--- config.mk ---
export PLATFORM = sky130hd
export DESIGN_NAME = karatsuba_multiplier
export DESIGN_NICKNAME = d
export VERILOG_FILES = /design/src/hw/rtl/kmul_pkg.sv /design/src/hw/rtl/kmul_mult.sv /design/src/hw/rtl/kmul_seq.sv /design/src/hw/rtl/karatsuba_multiplier.sv
export SDC_FILE = /design/constraint.sdc
export NUM_CORES = 1
export LEC_CHECK = 0
export BUFFER_PORTS_ARGS = -buffer_cell sky130_fd_sc_hd__buf_2
export CELL_PAD_IN_SITES_DETAIL_PLACEMENT = 1
export CELL_PAD_IN_SITES_GLOBAL_PLACEMENT = 2
export CORE_UTILIZATION = 40
export DETAILED_ROUTE_END_ITERATION = 6
export MAX_ROUTING_LAYER = met4
export PLACE_DENSITY_LB_ADDON = 0.1
export SLEW_MARGIN = 20
export SYNTH_ARGS = -nofsm -noshare
export SYNTH_HDL_FRONTEND = slang
export SYNTH_SLANG_ARGS = --single-unit
--- constraint.sdc ---
create_clock -name clk -period 9.2 [get_ports clk]
set_input_delay 1.84 -clock clk [delete_from_list [all_inputs] [get_ports clk]]
set_output_delay 1.84 -clock clk [all_outputs]
set_load 0.01 [all_outputs]
--- src/hw/rtl/kmul_pkg.sv ---
`timescale 1ns / 1ps
// -----------------------------------------------------------------------------
// kmul_pkg
// Shared widths, operand selector codes and the sequencer control bundle for
// the Karatsuba multiplier.
// -----------------------------------------------------------------------------
package kmul_pkg;

	// Operand and split widths; the high half is never wider than the low half
	localparam int OPERAND_WIDTH = 32;
	localparam int HI_W          = OPERAND_WIDTH / 2;
	localparam int LO_W          = OPERAND_WIDTH - HI_W;
	localparam int SUM_W         = LO_W + 1;
	localparam int PART_W        = 2 * SUM_W;
	localparam int PROD_W        = 2 * OPERAND_WIDTH;

	// Stream data widths, whole bytes
	localparam int S_TDATA_W = ((2 * OPERAND_WIDTH + 7) / 8) * 8;
	localparam int M_TDATA_W = ((PROD_W + 7) / 8) * 8;

	// Which pair of half-operands feeds the shared multiplier
	typedef enum logic [1:0] {
		SEL_LO  = 2'd0,
		SEL_HI  = 2'd1,
		SEL_SUM = 2'd2
	} opsel_t;

	// Control from the sequencer to the datapath
	typedef struct packed {
		logic   in_ready;  // capture a new operand pair
		opsel_t sel;       // multiplier operand select
		logic   cap_z0;    // store low partial product
		logic   cap_z2;    // store high partial product
		logic   cap_mid;   // store middle term
		logic   load_out;  // load the final product into the output register
		logic   at_fin;    // final combine step is pending
	} ctrl_t;

endpackage

--- src/hw/rtl/kmul_mult.sv ---
`timescale 1ns / 1ps
// -----------------------------------------------------------------------------
// kmul_mult
// Shared unsigned half-width multiplier with a registered product; forms each
// of the three Karatsuba partial products in turn.
// -----------------------------------------------------------------------------
module kmul_mult
	import kmul_pkg::*;
(
	input  logic              clk,
	input  logic [SUM_W-1:0]  mul_x,
	input  logic [SUM_W-1:0]  mul_y,
	output logic [PART_W-1:0] mul_p
);

	logic [PART_W-1:0] prod_q;

	// Register the product every cycle
	always_ff @(posedge clk) begin
		prod_q <= PART_W'(mul_x) * PART_W'(mul_y);
	end

	assign mul_p = prod_q;

endmodule

--- src/hw/rtl/kmul_seq.sv ---
`timescale 1ns / 1ps
// -----------------------------------------------------------------------------
// kmul_seq
// Sequencer: steps the shared multiplier through low, high and sum products,
// then the middle-term and final combine steps.
// -----------------------------------------------------------------------------
module kmul_seq
	import kmul_pkg::*;
(
	input  logic  clk,
	input  logic  arst_n,
	input  logic  in_valid,
	input  logic  out_free,
	output ctrl_t ctrl
);

	typedef enum logic [5:0] {
		ST_IDLE    = 6'b000001,
		ST_MUL_LO  = 6'b000010,
		ST_MUL_HI  = 6'b000100,
		ST_MUL_SUM = 6'b001000,
		ST_MID     = 6'b010000,
		ST_FIN     = 6'b100000
	} state_t;

	state_t state_q;
	state_t state_d;

	// Next state
	always_comb begin
		state_d = state_q;
		case (state_q)
			ST_IDLE:    if (in_valid) state_d = ST_MUL_LO;
			ST_MUL_LO:  state_d = ST_MUL_HI;
			ST_MUL_HI:  state_d = ST_MUL_SUM;
			ST_MUL_SUM: state_d = ST_MID;
			ST_MID:     state_d = ST_FIN;
			ST_FIN:     if (out_free) state_d = ST_IDLE;
			default:    state_d = ST_IDLE;
		endcase
	end

	always_ff @(posedge clk or negedge arst_n) begin
		if (!arst_n) begin
			state_q <= ST_IDLE;
		end else begin
			state_q <= state_d;
		end
	end

	// Decode controls; each product is registered and lands in the cycle after its select
	always_comb begin
		ctrl          = '0;
		ctrl.sel      = SEL_LO;
		ctrl.in_ready = (state_q == ST_IDLE);
		ctrl.at_fin   = (state_q == ST_FIN);
		ctrl.load_out = (state_q == ST_FIN) && out_free;
		case (state_q)
			ST_MUL_LO:  ctrl.sel = SEL_LO;
			ST_MUL_HI: begin
				ctrl.sel    = SEL_HI;
				ctrl.cap_z0 = 1'b1;
			end
			ST_MUL_SUM: begin
				ctrl.sel    = SEL_SUM;
				ctrl.cap_z2 = 1'b1;
			end
			ST_MID:     ctrl.cap_mid = 1'b1;
			default:    ctrl.sel = SEL_LO;
		endcase
	end

endmodule

--- src/hw/rtl/karatsuba_multiplier.sv ---
`timescale 1ns / 1ps
// Flow: an input beat passes MUL_LO, MUL_HI, MUL_SUM, MID and FIN before the product beat;
//   FIN holds while the output register is still held by the consumer.
// Rate: a new operand pair is taken only back in IDLE, after the accept state, the single
//   shared multiplier taking the three partial products in turn and two combine steps.
// Reset: arst_n clears the sequencer and the output valid; data registers are not reset.
// -----------------------------------------------------------------------------
// karatsuba_multiplier
// Full unsigned product of two factors by one level of Karatsuba splitting:
// z0 = lo*lo, z2 = hi*hi, z1 = (lo+hi)*(lo+hi), product = z2<<2m + (z1-z2-z0)<<m + z0.
// -----------------------------------------------------------------------------
module karatsuba_multiplier
	import kmul_pkg::*;
(
	input  logic                 clk,
	input  logic                 arst_n,
	input  logic                 s_tvalid,
	output logic                 s_tready,
	input  logic [S_TDATA_W-1:0] s_tdata,   // operand_a, operand_b
	output logic                 m_tvalid,
	input  logic                 m_tready,
	output logic [M_TDATA_W-1:0] m_tdata    // product
);

	ctrl_t ctrl;

	logic [OPERAND_WIDTH-1:0] a_q;
	logic [OPERAND_WIDTH-1:0] b_q;
	logic [PART_W-1:0]        z0_q;
	logic [PART_W-1:0]        z2_q;
	logic [PART_W-1:0]        mid_q;
	logic [PROD_W-1:0]        prod_q;
	logic                     out_valid_q;

	logic [SUM_W-1:0]  mul_x;
	logic [SUM_W-1:0]  mul_y;
	logic [PART_W-1:0] mul_p;
	logic [PROD_W-1:0] final_sum;
	logic              out_free;

	assign out_free = !out_valid_q || m_tready;

	kmul_seq u_seq (
		.clk      (clk),
		.arst_n   (arst_n),
		.in_valid (s_tvalid),
		.out_free (out_free),
		.ctrl     (ctrl)
	);

	// Capture the operand pair on an input beat
	always_ff @(posedge clk) begin
		if (s_tvalid && ctrl.in_ready) begin
			a_q <= s_tdata[OPERAND_WIDTH-1:0];
			b_q <= s_tdata[2*OPERAND_WIDTH-1:OPERAND_WIDTH];
		end
	end

	// Select the half-operands for the shared multiplier
	always_comb begin
		case (ctrl.sel)
			SEL_LO: begin
				mul_x = SUM_W'(a_q[LO_W-1:0]);
				mul_y = SUM_W'(b_q[LO_W-1:0]);
			end
			SEL_HI: begin
				mul_x = SUM_W'(a_q[OPERAND_WIDTH-1:LO_W]);
				mul_y = SUM_W'(b_q[OPERAND_WIDTH-1:LO_W]);
			end
			SEL_SUM: begin
				mul_x = SUM_W'(a_q[LO_W-1:0]) + SUM_W'(a_q[OPERAND_WIDTH-1:LO_W]);
				mul_y = SUM_W'(b_q[LO_W-1:0]) + SUM_W'(b_q[OPERAND_WIDTH-1:LO_W]);
			end
			default: begin
				mul_x = '0;
				mul_y = '0;
			end
		endcase
	end

	kmul_mult u_mult (
		.clk   (clk),
		.mul_x (mul_x),
		.mul_y (mul_y),
		.mul_p (mul_p)
	);

	// Hold partial products and form the middle term
	always_ff @(posedge clk) begin
		if (ctrl.cap_z0) begin
			z0_q <= mul_p;
		end
		if (ctrl.cap_z2) begin
			z2_q <= mul_p;
		end
		if (ctrl.cap_mid) begin
			mid_q <= mul_p - z2_q - z0_q;
		end
	end

	// z0 fits below 2m, so the outer terms join by concatenation
	assign final_sum = {z2_q[2*HI_W-1:0], z0_q[2*LO_W-1:0]}
	                 + (PROD_W'(mid_q) << LO_W);

	// Output register
	always_ff @(posedge clk) begin
		if (ctrl.load_out) begin
			prod_q <= final_sum;
		end
	end

	always_ff @(posedge clk or negedge arst_n) begin
		if (!arst_n) begin
			out_valid_q <= 1'b0;
		end else if (ctrl.load_out) begin
			out_valid_q <= 1'b1;
		end else if (m_tready) begin
			out_valid_q <= 1'b0;
		end
	end

	assign s_tready = ctrl.in_ready;
	assign m_tvalid = out_valid_q;
	assign m_tdata  = M_TDATA_W'(prod_q);

`ifndef SYNTHESIS
	a_busy_after_beat : assert property (@(posedge clk) disable iff (!arst_n)
		s_tvalid && s_tready |=> !s_tready)
		else $error("input accepted while a product is in progress");

	a_fin_after_five : assert property (@(posedge clk) disable iff (!arst_n)
		s_tvalid && s_tready |-> ##5 ctrl.at_fin)
		else $error("combine step not reached five cycles after an input beat");

	a_fin_holds : assert property (@(posedge clk) disable iff (!arst_n)
		ctrl.at_fin && !out_free |=> ctrl.at_fin && !s_tready)
		else $error("final product dropped while the output register was held");

	a_load_shows : assert property (@(posedge clk) disable iff (!arst_n)
		ctrl.load_out |=> m_tvalid && m_tdata == M_TDATA_W'($past(final_sum)))
		else $error("loaded product not presented on the output");
`endif

endmodule
# Word-level counts from Yosys, hierarchy flattened

Cells that the tools add are included.

Memory bits (read-only): 0
Memories: 0
RAM bits: 0
Latch bits: 0
Output and inout port bits: 66
Register bits: 271

Magnitude comparators: 0
$add $sub $neg: 5
Multipliers: 1
Bitwise gates (word level): 0
Multiplexer cells: 11
Equal/unequal tests: 10
Reduce and logical (&&, ||, !) cells: 7
Divide/modulo/power cells: 0
Shift-type cells: 0

Operator list:

| operator             | count |
|---|---|
| $pmux W17 S3         | 2 |
| $sub A34 B34 Y34     | 2 |
| $add A64 B50 Y64     | 1 |
| $pmux W6 S6          | 1 |
| $add A16 B16 Y17     | 2 |
| $mul A17 B17 Y34     | 1 |
| $mux W6              | 2 |
| $eq A6 B1 Y1 const B | 1 |
| $eq A6 B2 Y1 const B | 1 |
| $eq A6 B3 Y1 const B | 1 |
| $eq A6 B4 Y1 const B | 1 |
| $eq A6 B5 Y1 const B | 1 |
| $eq A6 B6 Y1 const B | 1 |
| $mux W1              | 5 |
| $pmux W2 S2          | 1 |
| $eq A2 B1 Y1 const B | 1 |
| $eq A2 B2 Y1 const B | 1 |
| $logic_and A1 B1 Y1  | 2 |
| $logic_not A2 Y1     | 1 |
| $ne A2 B1 Y1 const B | 1 |
| $ne A2 B2 Y1 const B | 1 |
| $reduce_and A2 Y1    | 1 |
| $reduce_bool A2 Y1   | 1 |
| $logic_not A1 Y1     | 1 |
| $logic_or A1 B1 Y1   | 1 |

# Depth between registers and ports, before layout

Gate-level depths: netlist of the first run.

Depth after elaboration: 5
Depth in mapped cells: 33

# Cells and area by module

A second synthesis of the first run with hierarchy kept.

Cells, all modules: 2333
Area, all modules: 24118.1 um2

Modules (own cells, without submodules):

| module               | seq. area each (um2) | instances | cells each | area each (um2) |
|---|---|---|---|---|
| karatsuba_multiplier | 6931.6               | 1         | 1144       | 13475.4 |
| kmul_mult            | 680.7                | 1         | 1154       | 10257.3 |
| kmul_seq             | 151.4                | 1         | 35         | 385.4 |

# Least setup slack after synthesis of the first run

No wires, ideal clock.

Path type: register to register
From: register u_seq.state_q[5]
To: register u_mult.prod_q[30], in the netlist u_mult.mul_p[30]
Library setup time: 119 ps
Cell stages (with the launch flop): 28
Required time: 9081 ps
Data arrival time: 7692 ps
Path slack: 1388 ps
Cells stage by stage: dfrtp_1 or4_4 nor3b_2 buf_2 buf_2 a22oi_1 o21ai_1 buf_2 nand2_1 fa_1 fa_1 fa_1 inv_1 fa_1 fa_1 inv_1 fa_1 inv_1 ha_1 and3_1 nand3_1 or2_2 o21ai_0 a41oi_1 o21a_1 o221ai_1 a21oi_1 xnor2_1

Longest elaborated chain between the ends: 5
Elaborated cells between the ends (all ways): 9
Classes of those cells: 1 x mul; 4 x eq/ne; 3 x mux; 1 x reduce/logical

RTL lines:

| item                                                | line                       | text |
|---|---|---|
| from (decl)                                         | kmul_seq.sv:26             | `state_t state_q;` |
| from (signal assigned)                              | kmul_seq.sv:47             | `state_q <= state_d;` |
| $eq A6 B4 Y1 / $eq A6 B3 Y1 (equally long branches) | kmul_seq.sv:58             | `case (state_q)` |
| $pmux W2 S2 *                                       | kmul_seq.sv:58             |  |
| $eq A2 B2 Y1, or another cell as far along          | karatsuba_multiplier.sv:61 | `case (ctrl.sel)` |
| $pmux W17 S3                                        | karatsuba_multiplier.sv:61 |  |
| $mul A17 B17 Y34 *                                  | kmul_mult.sv:20            | `prod_q <= PART_W'(mul_x) * PART_W'(mul_y);` |
| to (signal assigned)                                | kmul_mult.sv:20            |  |
| to (decl)                                           | kmul_mult.sv:16            | `logic [PART_W-1:0] prod_q;` |

Every way passes the cells marked *; elsewhere a longest branch is shown, timed or not.
A chain may end at the register's enable or synchronous reset.

# Final worst setup path of the first run

From: register b_q[0]
To: register u_mult.prod_q[33], in the netlist u_mult.mul_p[33]

Longest elaborated chain between the ends: 3

RTL lines:

| item                   | line                       | text |
|---|---|---|
| from (decl)            | karatsuba_multiplier.sv:28 | `logic [OPERAND_WIDTH-1:0] b_q;` |
| from (signal assigned) | karatsuba_multiplier.sv:55 | `b_q <= s_tdata[2*OPERAND_WIDTH-1:OPERAND_WIDTH];` |
| $add A16 B16 Y17       | karatsuba_multiplier.sv:72 | `mul_y = SUM_W'(b_q[LO_W-1:0]) + SUM_W'(b_q[OPERAND_WIDTH-1:LO_W]);` |
| $pmux W17 S3 *         | karatsuba_multiplier.sv:61 |  |
| $mul A17 B17 Y34 *     | kmul_mult.sv:20            |  |

Marks and branches as above.

==> results of run 1 <==
[worst reg2reg max path, delay by kind of cell (launching register included)]
family / cells / cell delay (ps)
AOI/OAI and AO/OA: 11 / 3120
and+or+nand+nor: 4 / 580
buffers and inverters: 3 / 140
DFF: 1 / 410
adders and majority gates: 9 / 3900
xor gates and xnor gates: 2 / 310
[area by class of cell]
cell class | instances | share of cell area (%)
Multi-Input combinational cell | 1528 | 54.06
Timing Repair Buffer | 177 | 3.847
Inverter | 352 | 5.045
Tap cell | 765 | 3.651
Sequential cell | 271 | 29.62
Clock inverter | 8 | 0.2386
Clock buffer | 50 | 3.546
[per-stage QoR]
stage | cells | setup slack (ps) | hold slack [ps]
after global placement | 3093 | 642.9 | 441.6
final | 3151 | 660.9 | 449.7
after CTS | 3151 | 389.9 | 453.3
after global routing | 3151 | 117.8 | 459.3
after detailed placement | 3093 | 409.6 | 437.1
after floorplan | 2206 | 1388 | 426.4
[kinds of logic (layout without fill, tap and decap cells)]
group	after synthesis	in the layout	synth area share (%)
xor+xnor	134	134	4.979
compound gates	377	377	10.81
simple gates	546	546	10.99
fa+ha+maj	469	469	33.18
mux	2	2	0.08493
buf+inv	407	587	7.028
flops	271	271	32.94
[sequential cells by signal (all words and copies together) (netlist names)]
signal / count
m_tdata: 64
mid_q: 34
u_mult.mul_p: 34
z0_q: 34
z2_q: 34
a_q: 32
b_q: 32
u_seq.state_q: 6
m_tvalid: 1
[final timing paths]
check / from / endpoint / slack (ps) / depth (start not counted)
worst max-delay path: b_q[0]$_DFFE_PP_ / u_mult.mul_p[33]$_DFF_P_ / 660 / 29
worst min-delay path: z0_q[10]$_DFFE_PP_ / m_tdata[10]$_DFFE_PP_ / 450 / 0
worst max register to register: b_q[0]$_DFFE_PP_ / u_mult.mul_p[33]$_DFF_P_ / 660 / 29
worst min register to register: z0_q[10]$_DFFE_PP_ / m_tdata[10]$_DFFE_PP_ / 450 / 0
max in group asynchronous: arst_n / u_seq.state_q[0]$_DFFE_PN1P_ / 7900 / 1
min in group asynchronous: arst_n / m_tvalid$_DFFE_PN0P_ / 1080 / 1
[routing by layer]
layer / GRT usage [%] / up-vias
li1: - / 7664
met2: 37.08 / 209
met3: 1.749 / 64
met1: 26.40 / 8095
met5: - / -
met4: 5.294 / 0
[layout by cell type (no fill, tap or decap), drive strengths merged, types with 11 or more instances in the layout]
cell,Yosys,routed
buf,41,177
nand3,25,25
ha,209,209
edfxtp,230,230
xnor2,92,92
nand2,263,263
a221o,17,17
and3,14,14
nor2b,13,13
nor3,20,20
nor2,72,72
inv,351,354
a21o,63,63
clkbuf,14,50
o21bai,16,16
o21ai,61,61
a22oi,16,16
a211oi,12,12
and2,89,89
xor2,42,42
dfxtp,34,34
nand2b,12,12
a21oi,123,123
fa,260,260
a31oi,11,11
[repair_timing]
action,CTS,global route
setup endpoints to repair,0,3
hold buffers,0,0
resized for setup,0,3
==> flow_metrics.tcl, run 1 <==
set metrics [dict create \
    netlist_top_cells_area "edfxtp_1 29%, fa_1 22%, ha_1 11%" \
    synthFlopType "edfxtp_1" \
    synth.distinct_cells 76 \
    met2_length_um 30270 \
    ys_ff_latch 271 \
    dr.pass1.iters 5 \
    postLayoutCoreUtil_pct 45.26 \
    clk_pin_slew_ps 60 \
    tightest_slew_ps 1114 \
    wl_met3_um 1412 \
    drv_slew 0 \
    yosysSeqAreaShare_pct 32.94 \
    place_congestion 0.8569 \
    syn_nets 2743 \
    status "finished clean" \
    fill_cells 6444 \
    design_area_um2 26220 \
    grt_pass1_wl_um 96450 \
    chipWidth_um 244.8 \
    area.growth.synth_to_final_pct 11.22 \
    drc 0 \
    drt_iter0_markers 444 \
    top_layer "met4" \
    max_stage_delay_ps 660 \
    wl_met1_um 27140 \
    path_class "flip-flop to flip-flop" \
    grt_pass1_vias 17530 \
    die_y_um 244.8 \
    grt_max_degree 65 \
    clock_sinks 271 \
    avgSynthCellArea_um2 10.69 \
    port_buffers 133 \
    critical_path_required_ps 9680 \
    avgRoutedWirePerCell_um 19.14 \
    clock_latency_ps 600 \
    yosys_warnings 0 \
    crit_slowest_cell "o41ai_1" \
    viasPerCell 5.088 \
    cp_data_arrival_time_ps 9020 \
    drt-total-wl_um 60320 \
    crit_family "adder cells" \
    hp-class "flip-flop to flip-flop" \
    syn-cell-area_um2 23570 \
    grt_overflow_total 0 \
    grt_usage_pct 21.18 \
    antenna_found_initial 0 \
    startpoint_type "flip-flop" \
    slew_headroom_pct 25.22 \
    io_pins 134 \
    setup_tns_ps 0 \
    vias 16030 \
    final-seq-area_um2 7764 \
    worstPathMaxFanout 13 \
    initial_utilization_pct 40.70 \
    rsz0062_at_grt "no" \
    syn_inst 2206 \
    h-tree-depth 1 \
    cts_buffers 31 \
    yosys.area.top_type_share_pct 29.30 \
    die_area_um2 59900 \
    hpwl_um 51060 \
    finClkSkew_ps 27.21 \
    worstSetupEndpointType "flip-flop" \
    synth.most_common_cell "inv_1" \
    min_period_ps 8539 \
    final_hold_viol_count 0 \
    ctsRootBufferMaster "clkbuf_16" \
    fmax_mhz 117.1 \
    rows 88 \
    setup_viol 0 \
    critPathBufInv 3 \
    ant_nets 0 \
    drive_gt1_share_pct 10.65 \
    fin_crit_sh_pct 92.82 \
    core-area_um2 57920 \
    synth_edf_count 230 \
    cts_buffer_depth 3 \
    multi_input_area_um2 14170 \
    place_area_um2 25220 \
    nNetsFinal 2898 \
    synth_common_cells "351 x inv_1, 263 x nand2_1, 260 x fa_1" \
    yosysTopAreaCell "edfxtp_1" \
    crit_top_cell "fa_1" \
    n_antenna_cell 0 \
    cts_tree "done" \
    cts_setup_buffers 0 \
    timing.max_cap.violations 0 \
    async_flop_share_pct 2.583 \
]
Power of run 1 is not shown: default switching activity piles up to over one toggle a cycle in this logic, so the estimate is an artifact.
==> inputs of run 2 (changes only) <==
--- a/config.mk
+++ b/config.mk
@@ -10,6 +10,7 @@
 export CELL_PAD_IN_SITES_GLOBAL_PLACEMENT = 2
 export CORE_UTILIZATION = 40
 export DETAILED_ROUTE_END_ITERATION = 6
+export GPL_TIMING_DRIVEN = 0
 export MAX_ROUTING_LAYER = met4
 export PLACE_DENSITY_LB_ADDON = 0.1
 export SLEW_MARGIN = 20
==> run 2 against run 1 <==
  * Via count rose by 1.5%
  * Final area is 1.1% higher
  * Count of clock-buffer cells in the layout decreased by 8
  * Clock skew down 14 ps
  * Global-route usage increased by 1.6 points
==> flow_metrics.tcl, run 2 (synthesized netlist as in run 1, its figures left out) <==
set metrics [dict create \
    chipWidth_um 244.8 \
    ctsRootBufferMaster "clkbuf_16" \
    instances_no_fill 3167 \
    drt-total-wl_um 64990 \
    final_common_cell "inv_1" \
    grt_usage_pct 22.74 \
    fin_crit_sh_pct 96.28 \
    avgRoutedWirePerCell_um 20.52 \
    nNetsFinal 2914 \
    drive_gt1_share_pct 11.37 \
    critical_path_required_ps 9680 \
    path_class "flip-flop to flip-flop" \
    worstPathMaxFanout 43 \
    cp_data_arrival_time_ps 9330 \
    multi_input_area_um2 14250 \
    rows 88 \
    grt_max_degree 64 \
    min_period_ps 8858 \
    setup_viol 0 \
    io_pins 134 \
    antenna_found_initial 0 \
    grt_overflow_total 0 \
    hpwl_um 54690 \
    clk_pin_slew_ps 60 \
    timing.max_cap.violations 0 \
    cts_buffers 31 \
    port_buffers 133 \
    grt_pass1_vias 17670 \
    place_area_um2 25300 \
    setup_tns_ps 0 \
    largest_reg_flops 64 \
    area.growth.synth_to_final_pct 12.38 \
    worstSetupEndpointType "flip-flop" \
    h-tree-depth 1 \
    ant_nets 0 \
    die_y_um 244.8 \
    hold-worst-slack_ps 446.2 \
    cts_buffer_depth 3 \
    tightest_slew_ps 1105 \
    fmax_mhz 112.9 \
    cts_tree "done" \
    drt_iter0_markers 632 \
    die_area_um2 59900 \
    drc 0 \
    initial_utilization_pct 40.70 \
    place_congestion 0.8996 \
    vias 16270 \
    hp-class "flip-flop to flip-flop" \
    final-seq-area_um2 7764 \
    dp.cells 3108 \
    slew_headroom_pct 26.34 \
    grt_pass1_wl_um 100800 \
    rsz0062_at_grt "no" \
    core-area_um2 57920 \
    finClkSkew_ps 13.27 \
    drv_slew 0 \
    clock_sinks 271 \
    dr.pass1.iters 4 \
    viasPerCell 5.136 \
    status "finished clean" \
    n_antenna_cell 0 \
    clock_latency_ps 600 \
    design_area_um2 26490 \
    final_hold_viol_count 0 \
    startpoint_type "flip-flop" \
    fill_cells 6447 \
    final_cell_mix "351 x inv_1, 263 x nand2_1, 260 x fa_1" \
]
[run 2: critical path, stage by stage (launching register included)]
cell      delay [ps]
dfrtp_1          410
or4_4            570
or3b_1           390
buf_2            210
clkinv_2         140
buf_2            310
buf_8            390
nand2_1          260
nand2_1          300
buf_2            340
nand2_1          110
fa_1             490
inv_1             50
fa_1             510
fa_1             580
fa_1             430
fa_1             520
fa_1             420
ha_1             370
and3_1           260
nand3_1           90
or2_2            280
o21ai_1          340
a41oi_2          230
o21a_1           260
o221ai_1         210
a21oi_1          110
xnor2_1          150
[run 2: metrics by stage]
step           util [%]  setup slack, ps
2_1_floorplan         -             1388
3_3_place_gp      43.50           -647.7
3_5_place_dp      43.68           -407.8
4_1_cts           45.59            48.97
5_1_grt           45.74            17.35
6_report          45.74            342.3
[run 2: final cells by class]
| class | count | area share, % |
|---|---|---|
| Sequential cell | 271 | 29.31 |
| Timing Repair Buffer | 138 | 2.872 |
| Inverter | 352 | 4.992 |
| Tap cell | 765 | 3.613 |
| Buffer | 55 | 1.351 |
| Multi-Input combinational cell | 1528 | 53.80 |
| Clock inverter | 16 | 0.5810 |
| Clock buffer | 42 | 3.481 |
[run 2: what timing repair did]
action | in CTS | in global routing
setup endpoints to repair | 9 | 7
hold buffers | 0 | 0
pin swaps | 0 | 1
gates resized for setup | 9 | 19
setup buffers | 0 | 1
[run 2: routing by layer]
layer	wire length, um	share of wire (%)	vias to the layer above	track usage (%)
li1	-	-	7701	-
met1	27630	43	8168	26.87
met2	33260	51	293	40.63
met3	1802	2.8	103	2.056
met4	2300	3.5	0	7.335
met5	0	0	-	-
[run 2: final timing paths]
check / startpoint / cells past startpoint / end / slack (ps)
setup / recovery: u_seq.state_q[5]$_DFFE_PN0P_ / 27 / u_mult.mul_p[30]$_DFF_P_ / 340
hold / removal: z0_q[10]$_DFFE_PP_ / 0 / m_tdata[10]$_DFFE_PP_ / 450
setup reg to reg: u_seq.state_q[5]$_DFFE_PN0P_ / 27 / u_mult.mul_p[30]$_DFF_P_ / 340
hold reg to reg: z0_q[10]$_DFFE_PP_ / 0 / m_tdata[10]$_DFFE_PP_ / 450
max in group asynchronous: arst_n / 1 / u_seq.state_q[0]$_DFFE_PN1P_ / 7910
min in group asynchronous: arst_n / 1 / u_seq.state_q[4]$_DFFE_PN0P_ / 1060
Power of run 2 is left out for the same reason.
==> inputs of run 3 (changes only) <==
--- a/config.mk
+++ b/config.mk
@@ -13,6 +13,7 @@
 export GPL_TIMING_DRIVEN = 0
 export MAX_ROUTING_LAYER = met4
 export PLACE_DENSITY_LB_ADDON = 0.1
+export RECOVER_POWER = 50
 export SLEW_MARGIN = 20
 export SYNTH_ARGS = -nofsm -noshare
 export SYNTH_HDL_FRONTEND = slang
==> run 3 against run 2 <==
  * The run now ends with max-capacitance violations, max-slew violations left
  * Die area is the same
  * Routed wire length is essentially flat
  * Non-clock buffer count is the same
  * Count of clock-buffer cells in the layout is the same
  * Final cell count is the same
  * Global-route usage is the same
  * Final area shrank 0.30%
  * Worst setup slack gained 2.9 ps
  * Utilization shrank 0.14 points
  * Critical path depth is the same
  * Via count is essentially flat
  * Sequential share of layout area grew 0.089 points
==> flow_metrics.tcl, run 3 (synthesized netlist as in run 1, its figures left out) <==
set metrics [dict create \
    n_antenna_cell 0 \
    finClkSkew_ps 13.82 \
    fill_cells 6450 \
    clk_pin_slew_ps 60 \
    worstSetupStartpoint "u_seq.state_q[5]$_DFFE_PN0P_" \
    r2r-start "u_seq.state_q[5]$_DFFE_PN0P_" \
    tightest_slew_ps 3125 \
    slew_headroom_pct -108.3 \
    viasPerCell 5.140 \
    place_congestion 0.8996 \
    final_hold_viol_count 0 \
    cts_tree "done" \
    busiest_layer "met2" \
    rsz0062_at_grt "no" \
    dr.pass1.iters 5 \
    hp-class "flip-flop to flip-flop" \
    hpwl_um 54690 \
    die_y_um 244.8 \
    grtUsageMet1_pct 26.87 \
    drt_iter0_markers 634 \
    grt_usage_pct 22.74 \
    ctsRootBufferMaster "clkbuf_16" \
    use_met3_pct 2.056 \
    io_pins 134 \
    core-area_um2 57920 \
    worstSetupEndpointType "flip-flop" \
    clock_latency_ps 600 \
    die_area_um2 59900 \
    fmax_mhz 112.9 \
    final_common_cell "inv_1" \
    cp_data_arrival_time_ps 9330 \
    fin_crit_sh_pct 96.25 \
    violations "max-capacitance violations, max-slew violations" \
    grt_max_degree 64 \
    setup_viol 0 \
    timing.max_cap.violations 3 \
    vias 16280 \
    min_period_ps 8855 \
    initial_utilization_pct 40.70 \
    port_buffers 133 \
    rows 88 \
    nNetsFinal 2914 \
    grt_use_met2_pct 40.63 \
    critical_path_required_ps 9680 \
    h-tree-depth 1 \
    postLayoutCoreUtil_pct 45.60 \
    cts_hold_buffers 0 \
    drv_slew 126 \
    cts_buffer_depth 3 \
    drive_gt1_share_pct 10.99 \
    startpoint_type "flip-flop" \
    largest_reg_flops 64 \
    cts_buffers 31 \
    ant_nets 0 \
    area.growth.synth_to_final_pct 12.04 \
    hp-start "z0_q[10]$_DFFE_PP_" \
    status "finished, violations left" \
    grt_pass1_wl_um 100800 \
    antenna_found_initial 0 \
    clock_sinks 271 \
    grt_overflow_total 0 \
    path_class "flip-flop to flip-flop" \
    drc 0 \
    avgRoutedWirePerCell_um 20.52 \
    grt_pass1_vias 17670 \
    final_cell_mix "351 x inv_1, 263 x nand2_1, 260 x fa_1" \
    drt-total-wl_um 64980 \
    setup_tns_ps 0 \
    chipWidth_um 244.8 \
    worstPathMaxFanout 43 \
]
run 3: changes by cell type in the layout (fill, tap and decap cells not counted), sizes merged:
cell	change
clkbuf	+4
buf	-4
run 3: path summary, 6_finish.rpt:
path	endpoint	slack (ps)	cells after the start
max	u_mult.mul_p[30]$_DFF_P_	350	27
max in group asynchronous	u_seq.state_q[0]$_DFFE_PN1P_	7770	1
min reg2reg	m_tdata[10]$_DFFE_PP_	450	0
min in group asynchronous	u_seq.state_q[4]$_DFFE_PN0P_	1130	1
min	m_tdata[10]$_DFFE_PP_	450	0
max reg2reg	u_mult.mul_p[30]$_DFF_P_	350	27
run 3: layer usage:
layer | share of wire (%) | up-vias
li1 | - | 7701
met1 | 43 | 8198
met3 | 2.6 | 104
met2 | 51 | 276
met4 | 3.6 | 0
met5 | 0 | -
run 3: layout make-up:
type	count	area, um2	area share (%)
Tap cell	765	957.2	3.624
Sequential cell	271	7764	29.40
Timing Repair Buffer	138	703.2	2.662
Clock buffer	42	922.1	3.492
Clock inverter	16	153.9	0.5827
Multi-Input combinational cell	1528	14230	53.88
Buffer	55	357.8	1.355
Inverter	352	1323	5.008
run 3: through the flow:
stage	instance area (um2)	instances	hold slack, ps	setup slack [ps]
2_1_floorplan	23570	2206	426.4	1388
3_3_place_gp	25190	3104	437.1	-647.7
3_5_place_dp	25300	3108	434.6	-407.8
4_1_cts	26400	3166	448.4	48.97
5_1_grt	26410	3167	454.0	17.35
6_report	26410	3167	446.2	345.1
run 3: repair_timing:
item,4_1_cts,5_1_grt
pin swaps,0,1
setup buffers,0,1
resized for setup,9,19
endpoints found under the setup margin,9,7
run 3: critical path, cell delays in order (launching register included):
cell      delay, ps
dfrtp_1         410
or4_4           570
or3b_1          390
buf_2           210
clkinv_2        140
buf_2           320
buf_8           390
nand2_1         260
nand2_1         300
buf_2           340
nand2_1         110
fa_1            490
inv_1            50
fa_1            510
fa_1            580
fa_1            430
fa_1            520
fa_1            420
ha_1            370
and3_1          260
nand3_1          90
or2_2           280
o21ai_1         340
a41oi_2         230
o21a_1          260
o221ai_1        210
a21oi_1         110
xnor2_1         150
Power of run 3 is left out for the same reason.
